## config.mk

```make
export PLATFORM = sky130hd
export DESIGN_NAME = source_tokenizer_top_flat
export DESIGN_NICKNAME = d
export VERILOG_FILES = /design/src/rtl/stok_pkg.sv /design/src/rtl/stok_if.sv /design/src/rtl/source_tokenizer_top.sv /design/src/rtl/stok_kw.sv /design/src/flat_wrapper.sv
export SDC_FILE = /design/constraint.sdc
export NUM_CORES = 1
export LEC_CHECK = 0
export ABC_AREA = 1
export ABC_CLOCK_PERIOD_IN_PS = 6300
export BUFFER_PORTS_ARGS = -buffer_cell sky130_fd_sc_hd__buf_2
export CORE_ASPECT_RATIO = 0.6
export CORE_UTILIZATION = 25
export CTS_CLUSTER_DIAMETER = 150
export DETAILED_ROUTE_END_ITERATION = 8
export HOLD_SLACK_MARGIN = 0.05
export SETUP_SLACK_MARGIN = 0.2
export SLEW_MARGIN = 5
export SYNTH_ARGS = -nofsm -noshare
export SYNTH_HDL_FRONTEND = slang
export SYNTH_SLANG_ARGS = --single-unit
```

## constraint.sdc

```tcl
create_clock -name i_clk -period 6.3 [get_ports i_clk]
set_input_delay 0.945 -clock i_clk [delete_from_list [all_inputs] [get_ports i_clk]]
set_output_delay 0.945 -clock i_clk [all_outputs]
set_load 0.01 [all_outputs]
```

## src/rtl/stok_pkg.sv

```systemverilog
`default_nettype none
package stok_pkg;

    typedef enum logic [4:0] {
        M_IDLE, M_COLON, M_EQ, M_GT, M_LT, M_SLASH, M_PIPE, M_LPAREN, M_DASH,
        M_INT, M_DOT, M_FRAC, M_STR, M_STR_BS, M_COM, M_COM_STAR, M_IDENT, M_ERR
    } t_mode;

    localparam int KW_N = 14;

    localparam logic [5:0] K_LBRACE   = 6'd0;
    localparam logic [5:0] K_RBRACE   = 6'd1;
    localparam logic [5:0] K_LPAREN   = 6'd2;
    localparam logic [5:0] K_RPAREN   = 6'd3;
    localparam logic [5:0] K_COMMA    = 6'd4;
    localparam logic [5:0] K_COLON    = 6'd5;
    localparam logic [5:0] K_DCOLON   = 6'd6;
    localparam logic [5:0] K_EQUAL    = 6'd7;
    localparam logic [5:0] K_EQEQ     = 6'd8;
    localparam logic [5:0] K_ARROW    = 6'd9;
    localparam logic [5:0] K_GT       = 6'd10;
    localparam logic [5:0] K_GE       = 6'd11;
    localparam logic [5:0] K_LT       = 6'd12;
    localparam logic [5:0] K_LE       = 6'd13;
    localparam logic [5:0] K_LARROW   = 6'd14;
    localparam logic [5:0] K_PLUS     = 6'd15;
    localparam logic [5:0] K_STAR     = 6'd16;
    localparam logic [5:0] K_UNDER    = 6'd17;
    localparam logic [5:0] K_DASH     = 6'd18;
    localparam logic [5:0] K_SLASH    = 6'd19;
    localparam logic [5:0] K_NE       = 6'd20;
    localparam logic [5:0] K_PIPEGT   = 6'd21;
    localparam logic [5:0] K_NUMBER   = 6'd22;
    localparam logic [5:0] K_STRING   = 6'd23;
    localparam logic [5:0] K_IDENT    = 6'd24;
    localparam logic [5:0] K_KW0      = 6'd25;
    localparam logic [5:0] E_BYTE     = 6'd39;
    localparam logic [5:0] E_PIPE     = 6'd40;
    localparam logic [5:0] E_COMMENT  = 6'd41;
    localparam logic [5:0] E_FRAC     = 6'd42;
    localparam logic [5:0] E_STRING   = 6'd43;
    localparam logic [5:0] K_END      = 6'd44;

    function automatic logic [3:0] kw_len(input int k);
        logic [3:0] r;
        unique case (k)
            0: r = 4'd7;  1: r = 4'd3;  2: r = 4'd2;  3: r = 4'd2;
            4: r = 4'd4;  5: r = 4'd5;  6: r = 4'd5;  7: r = 4'd9;
            8: r = 4'd3;  9: r = 4'd5;  10: r = 4'd3; 11: r = 4'd7;
            12: r = 4'd3; default: r = 4'd2;
        endcase
        return r;
    endfunction

    function automatic logic [7:0] kw_char(input int k, input logic [3:0] p);
        logic [71:0] s;
        logic [3:0]  q;
        unique case (k)
            0: s = "discard"; 1: s = "let"; 2: s = "in"; 3: s = "do";
            4: s = "unit"; 5: s = "cases"; 6: s = "given"; 7: s = "otherwise";
            8: s = "end"; 9: s = "while"; 10: s = "not"; 11: s = "perform";
            12: s = "and"; default: s = "or";
        endcase
        q = kw_len(k) - 4'd1 - p;
        return s[{q, 3'b000} +: 8];
    endfunction

    function automatic logic is_dec(input logic [7:0] c);
        return c >= "0" && c <= "9";
    endfunction

    function automatic logic is_ident(input logic [7:0] c);
        return is_dec(c) || (c >= "a" && c <= "z") || (c >= "A" && c <= "Z")
            || c == "." || c == "_";
    endfunction

endpackage
`default_nettype wire

```

## src/rtl/stok_if.sv

```systemverilog
`default_nettype none
interface stok_in_if;
    logic       valid;
    logic       ready;
    logic [7:0] ch;
    modport source (output valid, ch, input ready);
    modport sink (input valid, ch, output ready);
endinterface

interface stok_out_if #(
    parameter int OFFSET_BITS = 20,
    parameter int LINE_BITS = 16
);
    logic                   valid;
    logic                   ready;
    logic [5:0]             kind;
    logic [OFFSET_BITS-1:0] start_offset;
    logic [OFFSET_BITS-1:0] end_offset;
    logic [LINE_BITS-1:0]   line;
    logic                   last;
    modport source (output valid, kind, start_offset, end_offset, line, last, input ready);
    modport sink (input valid, kind, start_offset, end_offset, line, last, output ready);
endinterface
`default_nettype wire

```

## src/rtl/source_tokenizer_top.sv

```systemverilog
`default_nettype none
// Results of a byte are registered and appear in the cycle after it is accepted.
// Throughput: one byte per cycle while the output is not stalled; a byte producing two
// results holds off the input until its first result has been taken.
// Reset: synchronous active low; lexer idle, offsets zero, line = first_line.
module source_tokenizer_top #(
    parameter int OFFSET_BITS = 20,
    parameter int LINE_BITS = 16
) (
    input  wire logic        i_clk,
    input  wire logic        i_rst_n,
    input  wire logic        i_cfg_we,
    input  wire logic [15:0] i_cfg_wdata,
    stok_in_if.sink          i_src,
    stok_out_if.source       o_tok
);
    import stok_pkg::*;

    localparam logic [OFFSET_BITS-1:0] OFF_MAX = '1;
    localparam logic [LINE_BITS-1:0]   LIN_MAX = '1;

    typedef struct packed {
        logic [5:0]             kind;
        logic [OFFSET_BITS-1:0] s;
        logic [OFFSET_BITS-1:0] e;
        logic [LINE_BITS-1:0]   line;
    } t_res;

    logic [15:0]            r_first;
    t_mode                  r_mode, n_mode;
    logic [OFFSET_BITS-1:0] r_off, n_off, r_start, n_start;
    logic [LINE_BITS-1:0]   r_line, n_line;
    logic [13:0]            r_cand, n_cand;
    logic [3:0]             r_len, n_len;
    logic [1:0]             r_cnt;
    t_res                   r_q0, r_q1;

    logic [LINE_BITS-1:0]   first_sat;
    logic [13:0]            kw_cand;
    logic [3:0]             kw_len_n;
    logic [5:0]             kw_kind;
    logic                   acc;
    t_res                   res [2];
    logic [1:0]             nres;

    stok_kw u_kw (.i_cand((r_mode == M_IDENT) ? r_cand : 14'h3FFF),
                  .i_len((r_mode == M_IDENT) ? r_len : 4'd0), .i_ch(i_src.ch),
                  .o_cand(kw_cand), .o_len(kw_len_n), .o_kind(kw_kind));

    always_comb begin
        if (LINE_BITS >= 16) first_sat = LINE_BITS'(r_first);
        else if (|(32'(r_first) >> LINE_BITS)) first_sat = LIN_MAX;
        else first_sat = LINE_BITS'(r_first);
    end

    assign i_src.ready = (r_cnt == 2'd0) || (r_cnt == 2'd1 && o_tok.ready);
    assign acc = i_src.valid && i_src.ready;

    always_comb begin
        logic [7:0]             c;
        logic [OFFSET_BITS-1:0] e;
        logic [5:0]             two;
        logic                   took, idle_go, err;
        logic [5:0]             fk;
        c = i_src.ch;
        e = (r_off == OFF_MAX) ? OFF_MAX : r_off + 1'b1;
        n_mode = r_mode; n_off = r_off; n_start = r_start; n_line = r_line;
        n_cand = r_cand; n_len = r_len; nres = 2'd0;
        res[0] = '0; res[1] = '0;
        two = '0; took = 1'b0; idle_go = 1'b0; err = 1'b0; fk = '0;
        if (c == 8'd0) begin
            if (r_mode != M_IDLE && r_mode != M_ERR) begin
                unique case (r_mode)
                    M_COLON: fk = K_COLON;
                    M_EQ: fk = K_EQUAL;
                    M_GT: fk = K_GT;
                    M_LT: fk = K_LT;
                    M_SLASH: fk = K_SLASH;
                    M_DASH: fk = K_DASH;
                    M_INT, M_FRAC: fk = K_NUMBER;
                    M_IDENT: fk = kw_kind;
                    M_PIPE: fk = E_PIPE;
                    M_DOT: fk = E_FRAC;
                    M_STR, M_STR_BS: fk = E_STRING;
                    default: fk = E_COMMENT;
                endcase
                res[0] = '{fk, r_start, r_off, r_line};
                nres = 2'd1;
            end
            res[nres[0]] = '{K_END, r_off, r_off, r_line};
            nres = nres + 2'd1;
            n_mode = M_IDLE; n_off = '0; n_line = first_sat; n_start = '0;
            n_cand = 14'h3FFF; n_len = '0;
        end else begin
            n_off = e;
            if (r_mode == M_IDLE) idle_go = 1'b1;
            else if (r_mode != M_ERR) begin
                unique case (r_mode)
                    M_COLON: if (c == ":") two = K_DCOLON;
                    M_EQ: if (c == ">") two = K_ARROW; else if (c == "=") two = K_EQEQ;
                    M_GT: if (c == "=") two = K_GE;
                    M_LT: if (c == "=") two = K_LE; else if (c == "-") two = K_LARROW;
                    M_SLASH: if (c == "=") two = K_NE;
                    M_PIPE: if (c == ">") two = K_PIPEGT;
                    M_LPAREN: if (c == "*") begin took = 1'b1; n_mode = M_COM; end
                    M_DASH, M_INT: begin
                        if (is_dec(c)) begin took = 1'b1; n_mode = M_INT; end
                        else if (r_mode == M_INT && c == ".") begin
                            took = 1'b1; n_mode = M_DOT;
                        end
                    end
                    M_DOT, M_FRAC: if (is_dec(c)) begin took = 1'b1; n_mode = M_FRAC; end
                    M_IDENT: if (is_ident(c)) begin
                        took = 1'b1; n_cand = kw_cand; n_len = kw_len_n;
                    end
                    M_STR, M_STR_BS: begin
                        took = 1'b1;
                        if (c == "\"" && r_mode == M_STR) begin
                            res[0] = '{K_STRING, (r_start == OFF_MAX) ? OFF_MAX
                                       : r_start + 1'b1, r_off, r_line};
                            nres = 2'd1; n_mode = M_IDLE;
                        end else begin
                            if (c == 8'h0A && r_line != LIN_MAX) n_line = r_line + 1'b1;
                            n_mode = (c == "\\") ? M_STR_BS : M_STR;
                        end
                    end
                    default: begin
                        took = 1'b1;
                        if (c == ")" && r_mode == M_COM_STAR) n_mode = M_IDLE;
                        else begin
                            if (c == 8'h0A && r_line != LIN_MAX) n_line = r_line + 1'b1;
                            n_mode = (c == "*") ? M_COM_STAR : M_COM;
                        end
                    end
                endcase
                if (two != '0) begin
                    took = 1'b1;
                    res[0] = '{two, r_start, e, r_line};
                    nres = 2'd1; n_mode = M_IDLE;
                end
                if (!took) begin
                    unique case (r_mode)
                        M_COLON: fk = K_COLON;
                        M_EQ: fk = K_EQUAL;
                        M_GT: fk = K_GT;
                        M_LT: fk = K_LT;
                        M_SLASH: fk = K_SLASH;
                        M_DASH: fk = K_DASH;
                        M_LPAREN: fk = K_LPAREN;
                        M_INT, M_FRAC: fk = K_NUMBER;
                        M_IDENT: fk = kw_kind;
                        M_PIPE: begin fk = E_PIPE; err = 1'b1; end
                        default: begin fk = E_FRAC; err = 1'b1; end
                    endcase
                    res[0] = '{fk, r_start, r_off, r_line};
                    nres = 2'd1;
                    if (err) n_mode = M_ERR;
                    else idle_go = 1'b1;
                end
            end
            if (idle_go) begin
                n_start = r_off;
                n_mode = M_IDLE;
                fk = 6'h3F;
                unique case (c)
                    "{": fk = K_LBRACE;
                    "}": fk = K_RBRACE;
                    ")": fk = K_RPAREN;
                    ",": fk = K_COMMA;
                    "+": fk = K_PLUS;
                    "*": fk = K_STAR;
                    "_": fk = K_UNDER;
                    "(": n_mode = M_LPAREN;
                    ":": n_mode = M_COLON;
                    "=": n_mode = M_EQ;
                    ">": n_mode = M_GT;
                    "<": n_mode = M_LT;
                    "-": n_mode = M_DASH;
                    "/": n_mode = M_SLASH;
                    "|": n_mode = M_PIPE;
                    "\"": n_mode = M_STR;
                    8'h0A: if (r_line != LIN_MAX) n_line = r_line + 1'b1;
                    " ": ;
                    default: begin
                        if (is_dec(c)) n_mode = M_INT;
                        else if (is_ident(c)) begin
                            n_mode = M_IDENT; n_cand = kw_cand; n_len = kw_len_n;
                        end else begin
                            fk = E_BYTE; n_mode = M_ERR;
                        end
                    end
                endcase
                if (fk != 6'h3F) begin
                    res[nres[0]] = '{fk, r_off, e, r_line};
                    nres = nres + 2'd1;
                end
            end
        end
    end

    always_ff @(posedge i_clk) begin
        if (!i_rst_n) begin
            r_first <= 16'd1;
            r_mode <= M_IDLE; r_off <= '0; r_start <= '0;
            r_line <= LINE_BITS'(1); r_cand <= 14'h3FFF; r_len <= '0;
            r_cnt <= 2'd0;
        end else begin
            if (i_cfg_we) r_first <= i_cfg_wdata;
            if (acc) begin
                r_mode <= n_mode; r_off <= n_off; r_start <= n_start;
                r_line <= n_line; r_cand <= n_cand; r_len <= n_len;
                r_cnt <= nres;
                r_q0 <= res[0]; r_q1 <= res[1];
            end else if (r_cnt != 2'd0 && o_tok.ready) begin
                r_cnt <= r_cnt - 2'd1;
                r_q0 <= r_q1;
            end
        end
    end

    assign o_tok.valid = r_cnt != 2'd0;
    assign o_tok.kind = r_q0.kind;
    assign o_tok.start_offset = r_q0.s;
    assign o_tok.end_offset = r_q0.e;
    assign o_tok.line = r_q0.line;
    assign o_tok.last = r_cnt == 2'd1;
endmodule
`default_nettype wire

```

## src/rtl/stok_kw.sv

```systemverilog
`default_nettype none
module stok_kw (
    input  wire logic [13:0] i_cand,
    input  wire logic [3:0]  i_len,
    input  wire logic [7:0]  i_ch,
    output logic [13:0]      o_cand,
    output logic [3:0]       o_len,
    output logic [5:0]       o_kind
);
    import stok_pkg::*;

    always_comb begin
        o_kind = K_IDENT;
        for (int k = KW_N - 1; k >= 0; k--) begin
            if (i_cand[k] && kw_len(k) == i_len) o_kind = K_KW0 + 6'(k);
        end
        for (int k = 0; k < KW_N; k++) begin
            o_cand[k] = i_cand[k] && kw_len(k) > i_len && kw_char(k, i_len) == i_ch;
        end
        o_len = (i_len == 4'd15) ? i_len : i_len + 4'd1;
    end
endmodule
`default_nettype wire

```

## src/flat_wrapper.sv

```systemverilog
// flat-port wrapper written by rule: the top's interface ports become plain ports
module source_tokenizer_top_flat import stok_pkg::*;
#(
    parameter int OFFSET_BITS = 20,
    parameter int LINE_BITS = 16
)
  (i_clk, i_rst_n, i_cfg_we, i_cfg_wdata, i_src_valid, i_src_ch, i_src_ready, o_tok_valid, o_tok_kind, o_tok_start_offset, o_tok_end_offset, o_tok_line, o_tok_last, o_tok_ready);
  stok_in_if i_src_i ();
  stok_out_if #(.OFFSET_BITS(OFFSET_BITS), .LINE_BITS(LINE_BITS)) o_tok_i ();
  input  wire logic i_clk;
  input  wire logic i_rst_n;
  input  wire logic i_cfg_we;
  input  wire logic [15:0] i_cfg_wdata;
  input wire logic [$bits(i_src_i.valid)-1:0] i_src_valid;
  input wire logic [$bits(i_src_i.ch)-1:0] i_src_ch;
  output wire logic [$bits(i_src_i.ready)-1:0] i_src_ready;
  output wire logic [$bits(o_tok_i.valid)-1:0] o_tok_valid;
  output wire logic [$bits(o_tok_i.kind)-1:0] o_tok_kind;
  output wire logic [$bits(o_tok_i.start_offset)-1:0] o_tok_start_offset;
  output wire logic [$bits(o_tok_i.end_offset)-1:0] o_tok_end_offset;
  output wire logic [$bits(o_tok_i.line)-1:0] o_tok_line;
  output wire logic [$bits(o_tok_i.last)-1:0] o_tok_last;
  input wire logic [$bits(o_tok_i.ready)-1:0] o_tok_ready;
  assign i_src_i.valid = i_src_valid;
  assign i_src_i.ch = i_src_ch;
  assign i_src_ready = i_src_i.ready;
  assign o_tok_valid = o_tok_i.valid;
  assign o_tok_kind = o_tok_i.kind;
  assign o_tok_start_offset = o_tok_i.start_offset;
  assign o_tok_end_offset = o_tok_i.end_offset;
  assign o_tok_line = o_tok_i.line;
  assign o_tok_last = o_tok_i.last;
  assign o_tok_i.ready = o_tok_ready;
  source_tokenizer_top #(.OFFSET_BITS(OFFSET_BITS), .LINE_BITS(LINE_BITS)) u_core (.i_clk(i_clk), .i_rst_n(i_rst_n), .i_cfg_we(i_cfg_we), .i_cfg_wdata(i_cfg_wdata), .i_src(i_src_i), .o_tok(o_tok_i));
endmodule
```

### Word level (Yosys, flattened, before mapping)

Index checks and enable logic that the tools add are counted.
W data, S select, Z words.

* logic and storage cells: 350
* output and inout bits: 65
* flip-flop bits (word level): 221

* reductions and logical operators: 84
* add/sub/neg operators: 13
* bitwise operators: 2
* shift-type cells: 14
* order comparisons: 16
* equal/unequal tests: 63
* multiplexer cells: 142

Operators with widths (number)
* $shiftx A72 B8 Y8 const A: 14
* $mux W62: 12
* $mux W124: 3
* $bwmux W124: 2
* $mux W16: 9
* $mux W14: 10
* $mux W6: 22
* $demux W62 S1: 2
* $eq A8 B6 Y1 const B: 14
* $eq A8 B8 Y1: 14
* $mux W20: 5
* $mux W5: 17
* $pmux W6 S11: 1
* $mux W61: 1
* $pmux W6 S10: 1
* $mux W4: 14
* $logic_and A1 B1 Y1: 55
* $pmux W5 S10: 1
* $pmux W6 S8: 1
* $add A20 B1 Y20 const B: 2
* $eq A20 B20 Y1 const B: 2
* $eq A8 B7 Y1 const B: 5
* $pmux W6 S6: 1
* $eq A5 B4 Y1 const B: 7
* 56 further kinds: 119

### Logic depth before layout (Yosys ltp)

* depth after elaboration: 28
* depth in mapped cells: 27

### Modules after synthesis

A second synthesis with hierarchy kept.

* cell total of the unflattened synthesis: 2603
* area total of the unflattened synthesis: 16932.5 sq um

By module, submodules not included
* source_tokenizer_top: cells each 2157, area each 14567.7 sq um, sequential area each 5665.4 sq um, instances 1
* stok_kw: cells each 446, area each 2364.8 sq um, sequential area each 0.0 sq um, instances 1

### Worst setup path after synthesis

No wires, ideal clock.

* kind: input to register
* start: in o_tok_ready
* end: reg u_core.r_q1[0] in the netlist's numbering (enable)
* data required time: 5.818 ns
* slack: 1.390 ns
* buffers on the path: 3
* cell stages on the path: 7
* arrival: 4.427 ns
* path through: nand2_1 nand2_1 nand2_1 clkbuf_1 clkbuf_1 clkbuf_1 nor2_1

* longest elaborated chain between the ends: 4

RTL lines
* start: declaration: RTL line flat_wrapper.sv:23 `input wire logic [$bits(o_tok_i.ready)-1:0] o_tok_ready;`
* $logic_and A1 B1 Y1: RTL line source_tokenizer_top.sv:56 `assign i_src.ready = (r_cnt == 2'd0) || (r_cnt == 2'd1 && o_tok.ready);`
* $logic_or A1 B1 Y1: RTL line source_tokenizer_top.sv:56
* via i_src_ready: RTL line flat_wrapper.sv:16 `output wire logic [$bits(i_src_i.ready)-1:0] i_src_ready;`
* $logic_and A1 B1 Y1: RTL line source_tokenizer_top.sv:57 `assign acc = i_src.valid && i_src.ready;`
* $reduce_and A2 Y1 (no source line)
* end signal: assignment: RTL line source_tokenizer_top.sv:213 `r_q0 <= res[0]; r_q1 <= res[1];`
* end: declaration: RTL line source_tokenizer_top.sv:36 `t_res r_q0, r_q1;`

The timed path passes the listed nets, and every way through them passes these cells.
A chain may end at the register's enable or synchronous reset.

### Worst setup path after layout

* start: reg u_core.r_mode[3]
* end: reg u_core.r_q0 (netlist bit u_core.o_tok.kind[0]), data pin

* longest elaborated chain between the ends: 27

RTL lines
* start: declaration: RTL line source_tokenizer_top.sv:30 `t_mode r_mode, n_mode;`
* start signal: assignment: RTL line source_tokenizer_top.sv:210 `r_mode <= n_mode; r_off <= n_off; r_start <= n_start;`
* $eq A5 B5 Y1
* $mux W4: RTL line source_tokenizer_top.sv:47 `.i_len((r_mode == M_IDENT) ? r_len : 4'd0), .i_ch(i_src.ch),`
* $eq A2 B4 Y1: RTL line stok_kw.sv:15 `if (i_cand[k] && kw_len(k) == i_len) o_kind = K_KW0 + 6'(k);`
* $logic_and A1 B1 Y1: RTL line stok_kw.sv:15
* $mux W6 (13 in series): RTL line stok_kw.sv:15
* $pmux W6 S10: RTL line source_tokenizer_top.sv:142 `unique case (r_mode)`
* $mux W62: RTL line source_tokenizer_top.sv:141 `if (!took) begin`
* $mux W62: RTL line source_tokenizer_top.sv:97 `else if (r_mode != M_ERR) begin`
* $mux W62: RTL line source_tokenizer_top.sv:96 `if (r_mode == M_IDLE) idle_go = 1'b1;`
* $mux W62: RTL line source_tokenizer_top.sv:71 `if (c == 8'd0) begin`
* $bwmux W124: RTL line source_tokenizer_top.sv:194 `res[nres[0]] = '{fk, r_off, e, r_line};`
* $mux W124: RTL line source_tokenizer_top.sv:193 `if (fk != 6'h3F) begin`
* $mux W124: RTL line source_tokenizer_top.sv:161 `if (idle_go) begin`
* $mux W124 (*): RTL line source_tokenizer_top.sv:71
* $mux W62 (*): RTL line source_tokenizer_top.sv:209 `if (acc) begin`
* end signal: assignment: RTL line source_tokenizer_top.sv:213
* end signal: assignment: RTL line source_tokenizer_top.sv:216 `r_q0 <= r_q1;`
* end: declaration: RTL line source_tokenizer_top.sv:36

Every way passes the cells marked *; elsewhere a longest branch is shown, timed or not. The select of a mux whose other input is x is not followed.

==> flow_metrics.env <==
export IMPL_status="finished, final reports clean"
export IMPL_maxSlewViolCount=0
export IMPL_drtIter0Drc=2192
export IMPL_post_synth_top_area_fraction=0.249
export IMPL_arrival_ns=4.89
export IMPL_ctsHoldBuffers=0
export IMPL_setup_violations=0
export IMPL_cp_max_fo=21
export IMPL_vias=15367
export IMPL_die_y_um=191
export IMPL_wl_per_cell_um=20.0
export IMPL_start_kind="register"
export IMPL_dr_pass1_iters=6
export IMPL_start_util=0.256
export IMPL_fmax_ghz=0.216
export IMPL_clk_pin_slew_worst_paths_ns=0.07
export IMPL_fin_crit_sh=0.736
export IMPL_fp_row_count=68
export IMPL_drive_gt1_frac=0.115
export IMPL_worst_pin_slew_ns=1.14
export IMPL_min_period_ns=4.64
export IMPL_hpwl_um=42400
export IMPL_ios=94
export IMPL_drt_total_wl_um=58700
export IMPL_slew_headroom=0.242
export IMPL_gr_usage_all_layers=0.189
export IMPL_synth_xor_area_share=0.0334
export IMPL_cts_resized=0
export IMPL_grt_pass1_wl_um=88100
export IMPL_cts_sinks=221
export IMPL_required_ns=6.55
export IMPL_die_area_mm2=0.0607
export IMPL_synthDistinctLibCells=64
export IMPL_synth_edff_count=124
export IMPL_cp_end_kind="register"
export IMPL_cts_root_buf="clkbuf_16"
export IMPL_vias_per_cell=5.25
export IMPL_synth_top_family_by_area="simple AND/OR/NAND/NOR gates"
export IMPL_path_class="register to register"
export IMPL_drcViolationCount=0
export IMPL_synthFlopType="edfxtp_1"
export IMPL_min_path_cells=2
export IMPL_grt_overflow=0
export IMPL_worstSkewPairLatency_ns=0.53
export IMPL_netlist_instances=2111
export IMPL_postLayoutCoreUtil=0.289
export IMPL_synth_mux_area_frac=0
export IMPL_power_density_mw_per_mm2=448
export IMPL_finClkSkew_ns=0.0197
export IMPL_post_cts_setup_buffers=0
export IMPL_synth_compound_area_frac=0.173
export IMPL_synthArstFlopShare=0
export IMPL_placed_area_mm2=0.0161
export IMPL_final_cell_area_mm2=0.0168
export IMPL_rsz0062_at_grt="no"
export IMPL_synth_area_leader_cell="edfxtp_1"
export IMPL_grt_max_degree=58
export IMPL_hold_class="register to register"
export IMPL_netlist_area_mm2=0.0149
export IMPL_finalHoldViolations=0
export IMPL_die_width_um=317
export IMPL_syn2layout_area_growth_pct=12.8
export IMPL_tns_ns=0
export IMPL_htreeDepth=1
export IMPL_avgSynthCellArea_um2=7.07
export IMPL_ys_seq_elements=221
export IMPL_grt_pass1_vias=13514
export IMPL_cts_path_max_buffers=3
export IMPL_syn_nets=2170
export IMPL_synth_yosys_seq_area_share=0.379
export IMPL_cts_tree="done"
export IMPL_nets=2200
export IMPL_cts_buffers=23
export IMPL_antenna_found_initial=0
export IMPL_irDropWorstVdd_v=0.000330
export IMPL_io_buffers=93
export IMPL_core_area_mm2=0.0583
export IMPL_leakagePower_nw=6.52
export IMPL_synthAdderAreaFrac=0.0251
export IMPL_yosysWarningCount=0
export IMPL_ant_nets=0
export IMPL_yosys_area_share_simple=0.302
export IMPL_finalWeightedCongestion=0.999
export IMPL_drv_cap=0
export IMPL_synthTopCellsByArea="edfxtp_1 25%, dfxtp_1 13%, nand2_1 12%"
export IMPL_r2r_cells=22
[metal layers]
metal,routed length (um),GRT usage
met1,28800,0.300
met2,20700,0.228
met3,8500,0.0762
met4,704,0.0256
met5,0,0.000794
[through the flow]
| step | hold slack (ns) | instances | total power (W) | worst slack, ns |
|---|---|---|---|---|
| floorplan | 0.430 | 2111 | 0.00468 | 1.39 |
| global placement | 0.452 | 2886 | 0.00598 | 1.56 |
| detailed placement | 0.462 | 2886 | 0.00597 | 1.59 |
| CTS | 0.475 | 2927 | 0.00742 | 1.86 |
| global route | 0.499 | 2927 | 0.00797 | 1.29 |
| finish | 0.471 | 2928 | 0.00754 | 1.66 |
[critical path, cell delays in order (launching register included)]
cell	delay [ns]
dfxtp_1	0.43
nor2_4	0.28
nand3_2	0.54
nor2_4	0.56
inv_1	0.39
nor3_1	0.83
nand2_1	0.18
nand2_1	0.12
nand2_1	0.06
nand2_1	0.06
nand2_1	0.05
nand2_1	0.05
nand2_1	0.05
nand2_1	0.06
nand2_1	0.05
nand2_1	0.06
nand2_1	0.06
nand2_1	0.13
nand3_1	0.09
nand2_1	0.07
nand2_1	0.05
nand2_1	0.06
nand2_1	0.13
[power by group]
group	internal, W	switching [W]
clock	0.000810	0.000624
combinational	0.00101	0.00301
sequential	0.00188	0.000202
total	0.00370	0.00384
[synth_stat cells (all sizes together) (3+ instances only)]
master,count
a211oi,4
a21oi,151
a221oi,8
a22oi,4
a31oi,21
buf,47
clkbuf,64
dfxtp,97
edfxtp,124
ha,30
inv,211
nand2,483
nand3,147
nand4,41
nor2,290
nor3,51
nor4,12
o2111ai,8
o211ai,27
o21a,3
o21ai,156
o221ai,19
o22a,3
o22ai,22
o311ai,3
or2,5
xor2,55
[layout by cell type, fill, tap and decap left out, types with 6 or more instances in the layout]
cell	n
xor2_1	55
clkbuf_16	24
nand2_1	467
a21oi_1	151
nor2_2	21
nand2_2	10
inv_2	29
ha_1	30
a31oi_1	21
nor4_1	12
a221oi_1	8
o22ai_1	22
dfxtp_1	97
nand3_1	142
buf_2	93
o2111ai_1	8
o21ai_1	15
inv_1	181
clkinv_2	6
o211ai_1	26
clkbuf_8	6
o21ai_0	138
o221ai_1	19
nor3_1	46
nor2_1	264
buf_4	23
nand4_1	41
edfxtp_1	124
nand2_4	6
[area by class of cell]
type                            instances  area [um^2]
Clock inverter                         10         87.6
Antenna cell                            1         2.50
Multi-Input combinational cell       1566         8000
Timing Repair Buffer                  116          638
Fill cell                            6376        41400
Clock buffer                           31          687
Tap cell                              770          963
Sequential cell                       221         5670
Inverter                              213          803
[cells by family after synthesis]
kind of cell    after synthesis
fa+ha+maj                    30
buf+inv                     324
flops                       221
xor+xnor                     57
simple gates               1036
compound gates              443
[path summary, 6_finish.rpt]
check | slack (ns) | endpoint | from
worst min-delay path | 0.47 | u_core.r_cand[11] | u_core.r_cand[11]
worst max register to register | 1.66 | u_core.o_tok.kind[0] | u_core.r_mode[3]
worst max-delay path | 1.66 | u_core.o_tok.kind[0] | u_core.r_mode[3]
worst min register to register | 0.47 | u_core.r_cand[11] | u_core.r_cand[11]
[sequential cells by signal (all words and copies together) (netlist names)]
register,flops
u_core.r_len,4
u_core.o_tok.line,16
u_core.r_off,20
u_core.r_cnt,2
u_core.r_cand,14
u_core.r_q1,62
u_core.o_tok.start_offset,20
u_core.r_mode,5
u_core.o_tok.kind,6
u_core.first_sat,16
u_core.r_line,16
u_core.r_start,20
u_core.o_tok.end_offset,20
Power figures use the tool's default switching activity.
